<file path="config.mk">
export PLATFORM = sky130hd
export DESIGN_NAME = track_segment_summary_unit
export DESIGN_NICKNAME = d
export VERILOG_FILES = /design/src/tss_pkg.sv /design/src/track_segment_summary_unit.sv /design/src/tss_serial_unit.sv
export SDC_FILE = /design/constraint.sdc
export NUM_CORES = 2
export LEC_CHECK = 0
export BUFFER_PORTS_ARGS = -buffer_cell sky130_fd_sc_hd__buf_2
export CORE_MARGIN = 2
export CORE_UTILIZATION = 55
export DETAILED_ROUTE_END_ITERATION = 7
export PLACE_DENSITY = 0.76
export SYNTH_ARGS = -nofsm -noshare
export SYNTH_HDL_FRONTEND = slang
export SYNTH_SLANG_ARGS = --single-unit
</file>
<file path="constraint.sdc">
create_clock -name i_clk -period 20.2 [get_ports i_clk]
set_input_delay 1.01 -clock i_clk [delete_from_list [all_inputs] [get_ports i_clk]]
set_output_delay 1.01 -clock i_clk [all_outputs]
set_load 0.1 [all_outputs]
</file>
<file path="src/tss_pkg.sv">
// shared types and constants of the track segment summary unit
`default_nettype none

package tss_pkg;

    // segment limits and geometry constants
    localparam int MAX_HITS      = 64;
    localparam int TSS_CNT_W     = 7;
    localparam int TSS_WIRE_W    = 10;
    localparam int TSS_POS_W     = 16;
    localparam int TSS_CONF_W    = 24;
    localparam int TSS_DIR_W     = 25;
    localparam int TSS_SUM_W     = 22;
    localparam int TSS_R2_W      = 32;
    localparam int TSS_MEAN_W    = 16;
    localparam logic [TSS_WIRE_W-1:0] TSS_WIRE_INIT = TSS_WIRE_W'(1000);

    // serial shift-subtract unit sizing
    localparam int TSS_OPND_W    = 32;
    localparam int TSS_RES_W     = 22;
    localparam int TSS_REM_W     = 20;
    localparam int TSS_STEP_W    = 5;
    localparam int TSS_SQRT_STEPS = TSS_OPND_W / 2;
    localparam int TSS_DIV_STEPS  = TSS_SUM_W;

    typedef enum logic {
        OP_SQRT,
        OP_DIV
    } t_op;

    typedef struct packed {
        logic start;
        t_op  op;
    } t_unit_ctl;

    typedef enum logic [3:0] {
        ST_IDLE,
        ST_SQ_X,
        ST_SQ_Y,
        ST_UPDATE,
        ST_ROOT,
        ST_DIV_R_GO,
        ST_DIV_R,
        ST_DIV_Z_GO,
        ST_DIV_Z,
        ST_FINISH
    } t_state;

endpackage

`default_nettype wire

</file>
<file path="src/track_segment_summary_unit.sv">
// top level of the drift-chamber track segment summary unit
//
// Input channel (i_valid / o_ready) takes one wire hit per transfer; the hit
// marked by i_last_hit closes the segment. Output channel (o_valid / i_ready)
// carries one summary per segment: conformal direction, folded wire span,
// mean radius and mean z, hit count and an overflow flag.
// Each hit is worked on alone: squaring of x and then of y on one 16x16
// multiplier, an update state, then a start strobe, 16 steps of a bit-serial
// square root and a done pulse in the shared shift-subtract unit, after which
// o_ready rises again.
// A closing hit adds two 22-step divisions in the same unit (radius sum and
// z sum by the hit count), each with its own start state and done pulse, and
// then the final state, which loads the summary into the output register.
// Hits beyond MAX_HITS skip all arithmetic and only set the overflow flag.
// The summary sits in an output register; the next segment's hits are taken
// while it waits. If the receiver stalls and a second summary is ready, the
// unit holds in its final state, with o_ready low, until the slot frees.
// Synchronous reset clears the segment state and the output valid.
`default_nettype none

module track_segment_summary_unit (
    input  wire logic                                   i_clk,
    input  wire logic                                   i_rst_n,
    input  wire logic                                   i_valid,
    output logic                                        o_ready,
    input  wire logic signed [tss_pkg::TSS_POS_W-1:0]   i_wire_x,
    input  wire logic signed [tss_pkg::TSS_POS_W-1:0]   i_wire_y,
    input  wire logic signed [tss_pkg::TSS_POS_W-1:0]   i_wire_z,
    input  wire logic signed [tss_pkg::TSS_CONF_W-1:0]  i_conf_x,
    input  wire logic signed [tss_pkg::TSS_CONF_W-1:0]  i_conf_y,
    input  wire logic        [tss_pkg::TSS_WIRE_W-1:0]  i_wire_number,
    input  wire logic        [tss_pkg::TSS_WIRE_W-1:0]  i_layer_wires,
    input  wire logic                                   i_last_hit,
    output logic                                        o_valid,
    input  wire logic                                   i_ready,
    output logic signed      [tss_pkg::TSS_DIR_W-1:0]   o_dir_x,
    output logic signed      [tss_pkg::TSS_DIR_W-1:0]   o_dir_y,
    output logic             [tss_pkg::TSS_WIRE_W-1:0]  o_wire_span,
    output logic             [tss_pkg::TSS_MEAN_W-1:0]  o_mean_radius,
    output logic signed      [tss_pkg::TSS_MEAN_W-1:0]  o_mean_z,
    output logic             [tss_pkg::TSS_CNT_W-1:0]   o_hits_used,
    output logic                                        o_overflow
);
    import tss_pkg::*;

    t_state r_state;
    t_state n_state;

    // latched hit
    logic signed [TSS_POS_W-1:0]  r_x;
    logic signed [TSS_POS_W-1:0]  r_y;
    logic signed [TSS_POS_W-1:0]  r_z;
    logic signed [TSS_CONF_W-1:0] r_cx;
    logic signed [TSS_CONF_W-1:0] r_cy;
    logic [TSS_WIRE_W-1:0]        r_wire;
    logic [TSS_WIRE_W-1:0]        r_lsize;
    logic                         r_last;
    logic [TSS_R2_W-1:0]          r_r2;

    // segment state
    logic [TSS_CNT_W-1:0]         r_hit_count;
    logic                         r_count_ovf;
    logic [TSS_R2_W-1:0]          r_min_r2;
    logic [TSS_R2_W-1:0]          r_max_r2;
    logic signed [TSS_CONF_W-1:0] r_inner_cx;
    logic signed [TSS_CONF_W-1:0] r_inner_cy;
    logic signed [TSS_CONF_W-1:0] r_outer_cx;
    logic signed [TSS_CONF_W-1:0] r_outer_cy;
    logic [TSS_WIRE_W-1:0]        r_least_wire;
    logic [TSS_WIRE_W-1:0]        r_greatest_wire;
    logic [TSS_WIRE_W-1:0]        r_least_lsize;
    logic [TSS_SUM_W-1:0]         r_radius_sum;
    logic signed [TSS_SUM_W-1:0]  r_z_sum;
    logic [TSS_MEAN_W-1:0]        r_mean_r;
    logic signed [TSS_MEAN_W-1:0] r_mean_z;

    // output register
    logic                         r_o_valid;
    logic signed [TSS_DIR_W-1:0]  r_o_dir_x;
    logic signed [TSS_DIR_W-1:0]  r_o_dir_y;
    logic [TSS_WIRE_W-1:0]        r_o_span;
    logic [TSS_MEAN_W-1:0]        r_o_mean_r;
    logic signed [TSS_MEAN_W-1:0] r_o_mean_z;
    logic [TSS_CNT_W-1:0]         r_o_hits;
    logic                         r_o_ovf;

    // control and shared datapath signals
    logic                         w_in_xfer;
    logic                         w_full;
    logic                         w_fin_load;
    t_unit_ctl                    w_ctl;
    logic [TSS_OPND_W-1:0]        w_operand;
    logic [TSS_CNT_W-1:0]         w_divisor;
    logic [TSS_RES_W-1:0]         w_result;
    logic                         w_done;
    logic signed [TSS_POS_W-1:0]  w_mul_a;
    logic signed [TSS_R2_W-1:0]   w_prod;
    logic                         w_z_neg;
    logic [TSS_SUM_W-1:0]         w_z_abs;
    logic [TSS_RES_W-1:0]         w_z_q;
    logic [TSS_WIRE_W-1:0]        w_span_raw;
    logic [TSS_WIRE_W-1:0]        w_span;

    assign w_full    = (r_hit_count >= TSS_CNT_W'(MAX_HITS));
    assign w_in_xfer = i_valid && o_ready;

    // shared shift-subtract unit
    tss_serial_unit u_unit (
        .i_clk     (i_clk),
        .i_rst_n   (i_rst_n),
        .i_ctl     (w_ctl),
        .i_operand (w_operand),
        .i_divisor (w_divisor),
        .o_result  (w_result),
        .o_done    (w_done)
    );

    // next state
    always_comb begin
        n_state = r_state;
        unique case (r_state)
            ST_IDLE: begin
                if (i_valid) begin
                    if (!w_full) begin
                        n_state = ST_SQ_X;
                    end else if (i_last_hit) begin
                        n_state = ST_DIV_R_GO;
                    end
                end
            end
            ST_SQ_X:     n_state = ST_SQ_Y;
            ST_SQ_Y:     n_state = ST_UPDATE;
            ST_UPDATE:   n_state = ST_ROOT;
            ST_ROOT: begin
                if (w_done) begin
                    n_state = r_last ? ST_DIV_R_GO : ST_IDLE;
                end
            end
            ST_DIV_R_GO: n_state = ST_DIV_R;
            ST_DIV_R: begin
                if (w_done) begin
                    n_state = ST_DIV_Z_GO;
                end
            end
            ST_DIV_Z_GO: n_state = ST_DIV_Z;
            ST_DIV_Z: begin
                if (w_done) begin
                    n_state = ST_FINISH;
                end
            end
            ST_FINISH: begin
                if (!r_o_valid || i_ready) begin
                    n_state = ST_IDLE;
                end
            end
            default:     n_state = ST_IDLE;
        endcase
    end

    // state outputs
    always_comb begin
        o_ready    = (r_state == ST_IDLE);
        w_fin_load = (r_state == ST_FINISH) && (!r_o_valid || i_ready);
        w_ctl.start = (r_state == ST_UPDATE) || (r_state == ST_DIV_R_GO)
                   || (r_state == ST_DIV_Z_GO);
        w_ctl.op    = (r_state == ST_UPDATE) ? OP_SQRT : OP_DIV;
        w_mul_a     = (r_state == ST_SQ_X) ? r_x : r_y;
    end

    // unit operands
    assign w_z_neg   = r_z_sum[TSS_SUM_W-1];
    assign w_z_abs   = w_z_neg ? TSS_SUM_W'(-r_z_sum) : TSS_SUM_W'(r_z_sum);
    assign w_divisor = (r_hit_count == '0) ? TSS_CNT_W'(1) : r_hit_count;
    always_comb begin
        unique case (r_state)
            ST_DIV_R_GO: w_operand = {r_radius_sum, (TSS_OPND_W-TSS_SUM_W)'(0)};
            ST_DIV_Z_GO: w_operand = {w_z_abs, (TSS_OPND_W-TSS_SUM_W)'(0)};
            default:     w_operand = r_r2;
        endcase
    end

    // squaring on the single multiplier
    assign w_prod = w_mul_a * w_mul_a;

    // mean z restored to its sign
    assign w_z_q = w_z_neg ? (TSS_RES_W'(0) - w_result) : w_result;

    // wire span folded across zero
    always_comb begin
        if (r_greatest_wire >= r_least_wire) begin
            w_span_raw = r_greatest_wire - r_least_wire;
        end else begin
            w_span_raw = r_least_wire - r_greatest_wire;
        end
        w_span = w_span_raw;
        if (w_span_raw > (r_least_lsize >> 1)) begin
            w_span = (r_least_lsize >= w_span_raw) ? (r_least_lsize - w_span_raw)
                                                   : '0;
        end
    end

    // state register
    always_ff @(posedge i_clk) begin
        if (!i_rst_n) begin
            r_state <= ST_IDLE;
        end else begin
            r_state <= n_state;
        end
    end

    // hit latch and squared radius
    always_ff @(posedge i_clk) begin
        if (w_in_xfer) begin
            r_x     <= i_wire_x;
            r_y     <= i_wire_y;
            r_z     <= i_wire_z;
            r_cx    <= i_conf_x;
            r_cy    <= i_conf_y;
            r_wire  <= i_wire_number;
            r_lsize <= i_layer_wires;
            r_last  <= i_last_hit;
        end
        if (r_state == ST_SQ_X) begin
            r_r2 <= TSS_R2_W'(w_prod);
        end else if (r_state == ST_SQ_Y) begin
            r_r2 <= r_r2 + TSS_R2_W'(w_prod);
        end
    end

    // innermost and outermost hit by squared radius, and the two means
    always_ff @(posedge i_clk) begin
        if (r_state == ST_UPDATE) begin
            if (r_hit_count == '0) begin
                r_min_r2   <= r_r2;
                r_max_r2   <= r_r2;
                r_inner_cx <= r_cx;
                r_inner_cy <= r_cy;
                r_outer_cx <= r_cx;
                r_outer_cy <= r_cy;
            end else begin
                if (r_r2 < r_min_r2) begin
                    r_min_r2   <= r_r2;
                    r_inner_cx <= r_cx;
                    r_inner_cy <= r_cy;
                end
                if (r_r2 > r_max_r2) begin
                    r_max_r2   <= r_r2;
                    r_outer_cx <= r_cx;
                    r_outer_cy <= r_cy;
                end
            end
        end
        if ((r_state == ST_DIV_R) && w_done) begin
            r_mean_r <= w_result[TSS_MEAN_W-1:0];
        end
        if ((r_state == ST_DIV_Z) && w_done) begin
            r_mean_z <= w_z_q[TSS_MEAN_W-1:0];
        end
    end

    // segment counters, wire extremes and running sums
    always_ff @(posedge i_clk) begin
        if (!i_rst_n || w_fin_load) begin
            r_hit_count     <= '0;
            r_count_ovf     <= 1'b0;
            r_least_wire    <= TSS_WIRE_INIT;
            r_greatest_wire <= '0;
            r_least_lsize   <= '0;
            r_radius_sum    <= '0;
            r_z_sum         <= '0;
        end else begin
            if (w_in_xfer && w_full) begin
                r_count_ovf <= 1'b1;
            end
            if (r_state == ST_UPDATE) begin
                if (r_wire < r_least_wire) begin
                    r_least_wire  <= r_wire;
                    r_least_lsize <= r_lsize;
                end
                if (r_wire > r_greatest_wire) begin
                    r_greatest_wire <= r_wire;
                end
                r_z_sum <= r_z_sum + TSS_SUM_W'(r_z);
            end
            if ((r_state == ST_ROOT) && w_done) begin
                r_radius_sum <= r_radius_sum + TSS_SUM_W'(w_result);
                r_hit_count  <= r_hit_count + TSS_CNT_W'(1);
            end
        end
    end

    // output register valid
    always_ff @(posedge i_clk) begin
        if (!i_rst_n) begin
            r_o_valid <= 1'b0;
        end else if (w_fin_load) begin
            r_o_valid <= 1'b1;
        end else if (i_ready) begin
            r_o_valid <= 1'b0;
        end
    end

    // output register payload
    always_ff @(posedge i_clk) begin
        if (w_fin_load) begin
            r_o_dir_x  <= TSS_DIR_W'(r_inner_cx) - TSS_DIR_W'(r_outer_cx);
            r_o_dir_y  <= TSS_DIR_W'(r_inner_cy) - TSS_DIR_W'(r_outer_cy);
            r_o_span   <= w_span;
            r_o_mean_r <= r_mean_r;
            r_o_mean_z <= r_mean_z;
            r_o_hits   <= r_hit_count;
            r_o_ovf    <= r_count_ovf;
        end
    end

    assign o_valid       = r_o_valid;
    assign o_dir_x       = r_o_dir_x;
    assign o_dir_y       = r_o_dir_y;
    assign o_wire_span   = r_o_span;
    assign o_mean_radius = r_o_mean_r;
    assign o_mean_z      = r_o_mean_z;
    assign o_hits_used   = r_o_hits;
    assign o_overflow    = r_o_ovf;

endmodule

`default_nettype wire

</file>
<file path="src/tss_serial_unit.sv">
// bit-serial shift-subtract unit: integer square root or unsigned division
`default_nettype none

module tss_serial_unit (
    input  wire logic                              i_clk,
    input  wire logic                              i_rst_n,
    input  wire tss_pkg::t_unit_ctl                i_ctl,
    input  wire logic [tss_pkg::TSS_OPND_W-1:0]    i_operand,
    input  wire logic [tss_pkg::TSS_CNT_W-1:0]     i_divisor,
    output logic      [tss_pkg::TSS_RES_W-1:0]     o_result,
    output logic                                   o_done
);
    import tss_pkg::*;

    logic                  r_busy;
    logic                  r_done;
    t_op                   r_op;
    logic [TSS_STEP_W-1:0] r_step;
    logic [TSS_OPND_W-1:0] r_src;
    logic [TSS_REM_W-1:0]  r_rem;
    logic [TSS_RES_W-1:0]  r_res;
    logic [TSS_CNT_W-1:0]  r_divisor;

    logic [TSS_REM_W-1:0]  w_rem_sh;
    logic [TSS_REM_W-1:0]  w_trial;
    logic [TSS_REM_W:0]    w_diff;
    logic                  w_ge;
    logic                  w_last;

    // one step: bring in the next operand bits, trial subtract
    always_comb begin
        unique case (r_op)
            OP_SQRT: begin
                w_rem_sh = {r_rem[TSS_REM_W-3:0], r_src[TSS_OPND_W-1 -: 2]};
                w_trial  = {r_res[TSS_REM_W-3:0], 2'b01};
                w_last   = (r_step == TSS_STEP_W'(TSS_SQRT_STEPS - 1));
            end
            OP_DIV: begin
                w_rem_sh = {r_rem[TSS_REM_W-2:0], r_src[TSS_OPND_W-1]};
                w_trial  = TSS_REM_W'(r_divisor);
                w_last   = (r_step == TSS_STEP_W'(TSS_DIV_STEPS - 1));
            end
            default: begin
                w_rem_sh = '0;
                w_trial  = '0;
                w_last   = 1'b1;
            end
        endcase
        w_diff = {1'b0, w_rem_sh} - {1'b0, w_trial};
        w_ge   = ~w_diff[TSS_REM_W];
    end

    // control: busy while stepping, done pulses after the final step
    always_ff @(posedge i_clk) begin
        if (!i_rst_n) begin
            r_busy <= 1'b0;
            r_done <= 1'b0;
        end else begin
            r_done <= 1'b0;
            if (i_ctl.start) begin
                r_busy <= 1'b1;
            end else if (r_busy && w_last) begin
                r_busy <= 1'b0;
                r_done <= 1'b1;
            end
        end
    end

    // datapath registers
    always_ff @(posedge i_clk) begin
        if (i_ctl.start) begin
            r_op      <= i_ctl.op;
            r_src     <= i_operand;
            r_divisor <= i_divisor;
            r_rem     <= '0;
            r_res     <= '0;
            r_step    <= '0;
        end else if (r_busy) begin
            r_rem  <= w_ge ? w_diff[TSS_REM_W-1:0] : w_rem_sh;
            r_res  <= {r_res[TSS_RES_W-2:0], w_ge};
            r_step <= r_step + TSS_STEP_W'(1);
            if (r_op == OP_SQRT) begin
                r_src <= {r_src[TSS_OPND_W-3:0], 2'b00};
            end else begin
                r_src <= {r_src[TSS_OPND_W-2:0], 1'b0};
            end
        end
    end

    assign o_result = r_res;
    assign o_done   = r_done;

endmodule

`default_nettype wire

</file>
---- Word-level counts from Yosys, hierarchy flattened ----
Index checks and enable logic that the tools add are counted.
word-level totals
  register bits after elaboration ......... 616
  input port bits ......................... 121
  output and inout bits ................... 102
  word-level logic and storage cells ...... 153
operators by class
  add/sub/neg operators ................... 13
  $mul .................................... 1
  order comparisons ....................... 8
  equality and inequality tests ........... 17
  mux-type cells .......................... 43
  bitwise logic cells ..................... 3
  reductions and logical operators ........ 27
operators by type and width
  cell                   count
  $mux 32                9
  $mux 24                8
  $pmux 20 s2            2
  $pmux 32 s2            1
  $sub 24x24->25         2
  $pmux 4 s10            1
  $add 32x32->32         1
  $gt 32x32->1           1
  $lt 32x32->1           1
  $mul 16x16->32         1
  $mux 16                2
  $mux 10                3
  $sub 10x10->10         3
  $mux 4                 7
  $add 22x16->22         1
  $add 22x22->22         1
  $mux 22                1
  $neg 22->22            1
  $sub 20x20->21         1
  $ge 10x10->1           2
  $mux 19                1
  $eq 4x3->1 const B     4
  $sub 1x16->16 const A  1
  $reduce_bool 2->1      6
  other kinds (26)       51

---- Longest topological paths before layout ----
  word-level depth ........................ 6
  gate-level depth with buffers ........... 44
  mapped depth without buffers ............ 40

---- Hierarchy ----
A second synthesis with hierarchy kept.
second synthesis, totals
  cells, all modules ...................... 3944
  area total of the unflattened synthesis .. 41217.0 um^2
modules (own cells, without submodules)
  module                      instances  cells each  area an instance (um^2)  seq. area each (um^2)
  track_segment_summary_unit  1          3432        36276.0                  14984.4
  tss_serial_unit             1          512         4941.0                   2162.1

---- Worst setup path after synthesis ----
Ideal clock, no wire load.
  kind .................................... register to register
  start point ............................. register r_state[0]
  end point ............................... register r_r2[31], data pin
  setup time .............................. 0.260 ns
  data arrival time ....................... 9.231 ns
  required time ........................... 19.940 ns
  slack ................................... 10.709 ns
  cell stages (with the launch flop) ...... 39
  path buffers ............................ 4
  clock period less this slack ............ 9.491 ns
  cells stage by stage .................... dfxtp_1 > buf_2 > inv_1 > nor2_1 > nand2_1 > clkbuf_1 > clkbuf_1 > nand2_1 > nand2_1 > clkbuf_1 > nand2_1 > fa_1 > inv_1 > fa_1 > fa_1 > fa_1 > fa_1 > inv_1 > (+3 left out) > nand4_1 > nor2_1 > or4_1 > a211o_1 > nand2_1 > o21a_1 > o21bai_1 > a21oi_1 > xnor2_1 > ha_1 > nand4_1 > or3b_2 > o21ba_2 > o31ai_1 > a21oi_1 > o21ai_0 > or3b_2 > xnor2_1
on the way
  longest elaborated chain between the ends .. 6
RTL lines
  what                      line                                                                  text
  start: declaration        track_segment_summary_unit.sv:46                                      t_state r_state;
  start signal: assignment  track_segment_summary_unit.sv:207                                     r_state <= n_state;
  $eq 4x1->1 *              track_segment_summary_unit.sv:167, track_segment_summary_unit.sv:223
  $mux 16                   track_segment_summary_unit.sv:167                                     w_mul_a = (r_state == ST_SQ_X) ? r_x : r_y;
  $mul 16x16->32            track_segment_summary_unit.sv:183                                     assign w_prod = w_mul_a * w_mul_a;
  $add 32x32->32            track_segment_summary_unit.sv:226                                     r_r2 <= r_r2 + TSS_R2_W'(w_prod);
  $mux 32                   track_segment_summary_unit.sv:225                                     end else if (r_state == ST_SQ_Y) begin
  $mux 32 *                 track_segment_summary_unit.sv:223                                     if (r_state == ST_SQ_X) begin
  end signal: assignment    track_segment_summary_unit.sv:224                                     r_r2 <= TSS_R2_W'(w_prod);
  end signal: assignment    track_segment_summary_unit.sv:226
  end: declaration          track_segment_summary_unit.sv:58                                      logic [TSS_R2_W-1:0] r_r2;
Mark *: on every way between the ends. The rest lies on a longest branch, timed or not. The select of a mux whose other input is x is not followed.
A chain may end at the register's enable or synchronous reset.

---- Worst setup path after layout ----
  start point ............................. register r_state[2]
  end point ............................... register r_r2[31], data pin
The elaborated chain is that of the path after synthesis.

==> run_results.csv <==
group,metric,value,unit
yosys,synthesis.area_per_instance,10.6,um^2
setup_path,timing.critical_path.mode_cell,"fa_1",
setup_path,regToRegStartpoint,"r_state[2]",
clocking,cts_hold_repair.buffers,0,
sta,finalMaxSlewViolations,0,
setup_path,rr_worst_depth,34,
clocking,tritoncts,"yes",
setup_path,worst_path_max_delay_cell,"mux2i_1",
placement,placement.setup.worst_slack,9410,ps
setup_path,rrSetupSlack,9200,ps
sta,relSlewSlack,21.9,%
clocking,post-cts-setup-buffers,0,
floorplanning,floorplan.die.width,277,um
yosys,synth_flop_cell,"edfxtp_1",
floorplanning,floorplan.die.height,277,um
grt,first_global_vias,28500,
clocking,maximum_clock_insertion_buffer_count,3,
sta,max_slew.worst_pin.slew,1170,ps
placement,globalplace.congestion,0.951,
sta,clock-skew-final,41.9,ps
setup_path,end_kind,"flip-flop",
cells_and_area,layout_common_cells,"inv_1 (553), edfxtp_1 (481), ha_1 (353)",
drt,dr.pass1.iters,7,
setup_path,cp_data_required_time,20530,ps
setup_path,cpPeakStageDelay,830,ps
min_path,hold_end,"o_mean_z[15]",
sta,fmaxAchievable,90.9,MHz
cells_and_area,nFillCells,5962,
clocking,number_of_buffers_created_by_cts,68,
sta,postLayoutSetupSlackWorst,9200,ps
grt,grt_pass1_wl,144,mm
min_path,hold_path_class,"reg -> reg",
sta,finalHoldWorstSlack,420,ps
drt,drcViolationCount,0,
min_path,hold_path_depth,0,
grt,largest_net_degree_at_the_start_of_global_routing,68,
drt,detail_route.wl_per_cell,17.2,um
yosys,synthesis.instances,3872,
clocking,post_cts_resize_count,0,
floorplanning,placementRows,100,
clocking,clock_transition_time_at_the_flip_flop_clock_pins_of_the_worst_setup_and_hold_paths,70,ps
yosys,synth_area_leaders,"edfxtp_1 (35%), fa_1 (12%), ha_1 (11%)",
setup_path,worst_setup_path_start_kind,"flip-flop",
grt,antenna_found_initial,1,
sta,fin_setup_tns,0,ps
clocking,ctsRootBufferMaster,"clkbuf_16",
yosys,synth_enable_flop_cells,481,
yosys,synth_top_area_share,35.2,%
drt,post_detailed_routing_wire_length,87.9,mm
grt,grt_remaining_overflow,0,
cells_and_area,mostFrequentLayoutCell,"inv_1",
yosys,yosys_warnings,0,
yosys,netlist-cell-type-count,80,
sta,min_period_over_period,54.5,%
sta,report.final.setup_viol,0,
sta,grt_setup_unrepaired,"false",
clocking,cts.sink_count,616,
clocking,cts_htree_levels,3,
job,drv_cap,0,
yosys,seq_area_frac_synth,41.8,%
min_path,worst_hold_startpoint,"r_mean_z[15]",
yosys,postSynthNetCount,4591,
grt,grt_usage,23.1,%
sta,finalHoldViolations,0,
setup_path,reg2reg_to,"r_r2[31]",
floorplanning,io_pins,223,
setup_path,criticalPathCategory,"reg -> reg",
floorplanning,placeableCoreArea,0.0742,mm^2
drt,drt-initial-drc-count,1980,
clocking,clkLatencyLatePin,640,ps
yosys,async_set_reset_flop_share_out_of_synthesis,0,%
sta,layout_min_cycle_time,11000,ps
placement,numPortBuffers,222,
setup_path,cp_max_fo,51,
yosys,synthesis.area,0.0410,mm^2
cells_and_area,drive_above_1_share,10.1,%
cells_and_area,final_net_count,4810,
floorplanning,floorplan.initialDensity,55.3,%
yosys,synth_seq_cells,616,
yosys,yosys.area.top_type,"edfxtp_1",
drt,vias_per_cell,5.52,
drt,vias,28200,
placement,dpl.hpwl,65.8,mm
cells_and_area,area.growth.synth_to_final,11.0,%
status,outcome,"complete, no violations",
setup_path,worstPathArrival,11340,ps
floorplanning,die_area,0.0768,mm^2
drt,ant_nets,0,
[routing by layer]
metal  track usage (%)  share of wire (%)  up-vias
met5                 0                  0        -
li1                  -                  -    13800
met1              30.3                 44    13600
met2              39.6                 49      687
met3              3.38                4.5      169
met4              7.13                2.8        0
[sequential cells by signal (all words and copies together), names as in the netlist, 19 cells and up]
| signal | count |
|---|---|
| o_dir_y | 25 |
| o_dir_x | 25 |
| u_unit.r_src | 32 |
| r_r2 | 32 |
| r_inner_cy | 24 |
| r_z_sum | 22 |
| r_outer_cx | 24 |
| r_max_r2 | 32 |
| u_unit.r_rem | 19 |
| r_cy | 24 |
| r_min_r2 | 32 |
| r_outer_cy | 24 |
| u_unit.o_result | 22 |
| r_cx | 24 |
| r_radius_sum | 22 |
| r_inner_cx | 24 |
[kinds of logic after synthesis]
family | synth area share (%)
compound gates | 11.1
xor+xnor | 4.27
fa+ha+maj | 22.7
buf+inv | 6.08
flops | 41.8
mux | 3.60
simple gates | 10.5
[cells in the mapped netlist, drive strengths merged (64+ instances only)]
cell type  number
inv           556
nor2          267
edfxtp        481
xnor2         136
dfxtp         135
ha            353
fa            245
nand2         321
a21o           76
mux2i         116
xor2           64
o21ai         183
a21oi         227
clkbuf         82
[worst max-delay path by stage]
stage	from	endpoint	slack, ps	cells after the start
floorplan	r_state[0]	r_r2[31]	10710	38
global placement	r_state[2]	r_r2[31]	9630	34
detailed placement	r_state[2]	r_r2[31]	9410	34
CTS	r_state[2]	r_r2[31]	9400	34
global route	r_state[2]	r_r2[31]	8610	36
finish	r_state[2]	r_r2[31]	9200	34
[worst max-delay path: cells and delay by family (launching register included)]
kind	cells	cell delay, ps
AOI/OAI and AO/OA	8	1480
xor gates and xnor gates	2	240
adders and majority gates	8	3800
buffers and inverters	5	1140
DFF	1	730
muxes	1	830
and+or+nand+nor	10	2450
[metrics by stage]
stage	utilization (%)	std cells	instance area (um^2)
after floorplan	-	3872	41000
after global placement	58.3	4990	43200
after detailed placement	58.3	4990	43200
after CTS	61.4	5115	45500
after global routing	61.4	5115	45500
final	61.4	5116	45500
[area by class of cell]
type                    instances  area [um^2]  area share (%)
diodes                          1         2.50         0.00550
well taps                     969         1210            2.66
multi-input cells            2596        21500            47.2
inverters                     560         2100            4.62
clock inverters                39          490            1.08
repair buffers                249         1310            2.89
flip-flops and latches        616        17100            37.7
clock buffers                  86         1790            3.93
Power is left out: the tool's default activity adds up to more than one toggle a clock period on the data nets, which glitch-free logic cannot reach.
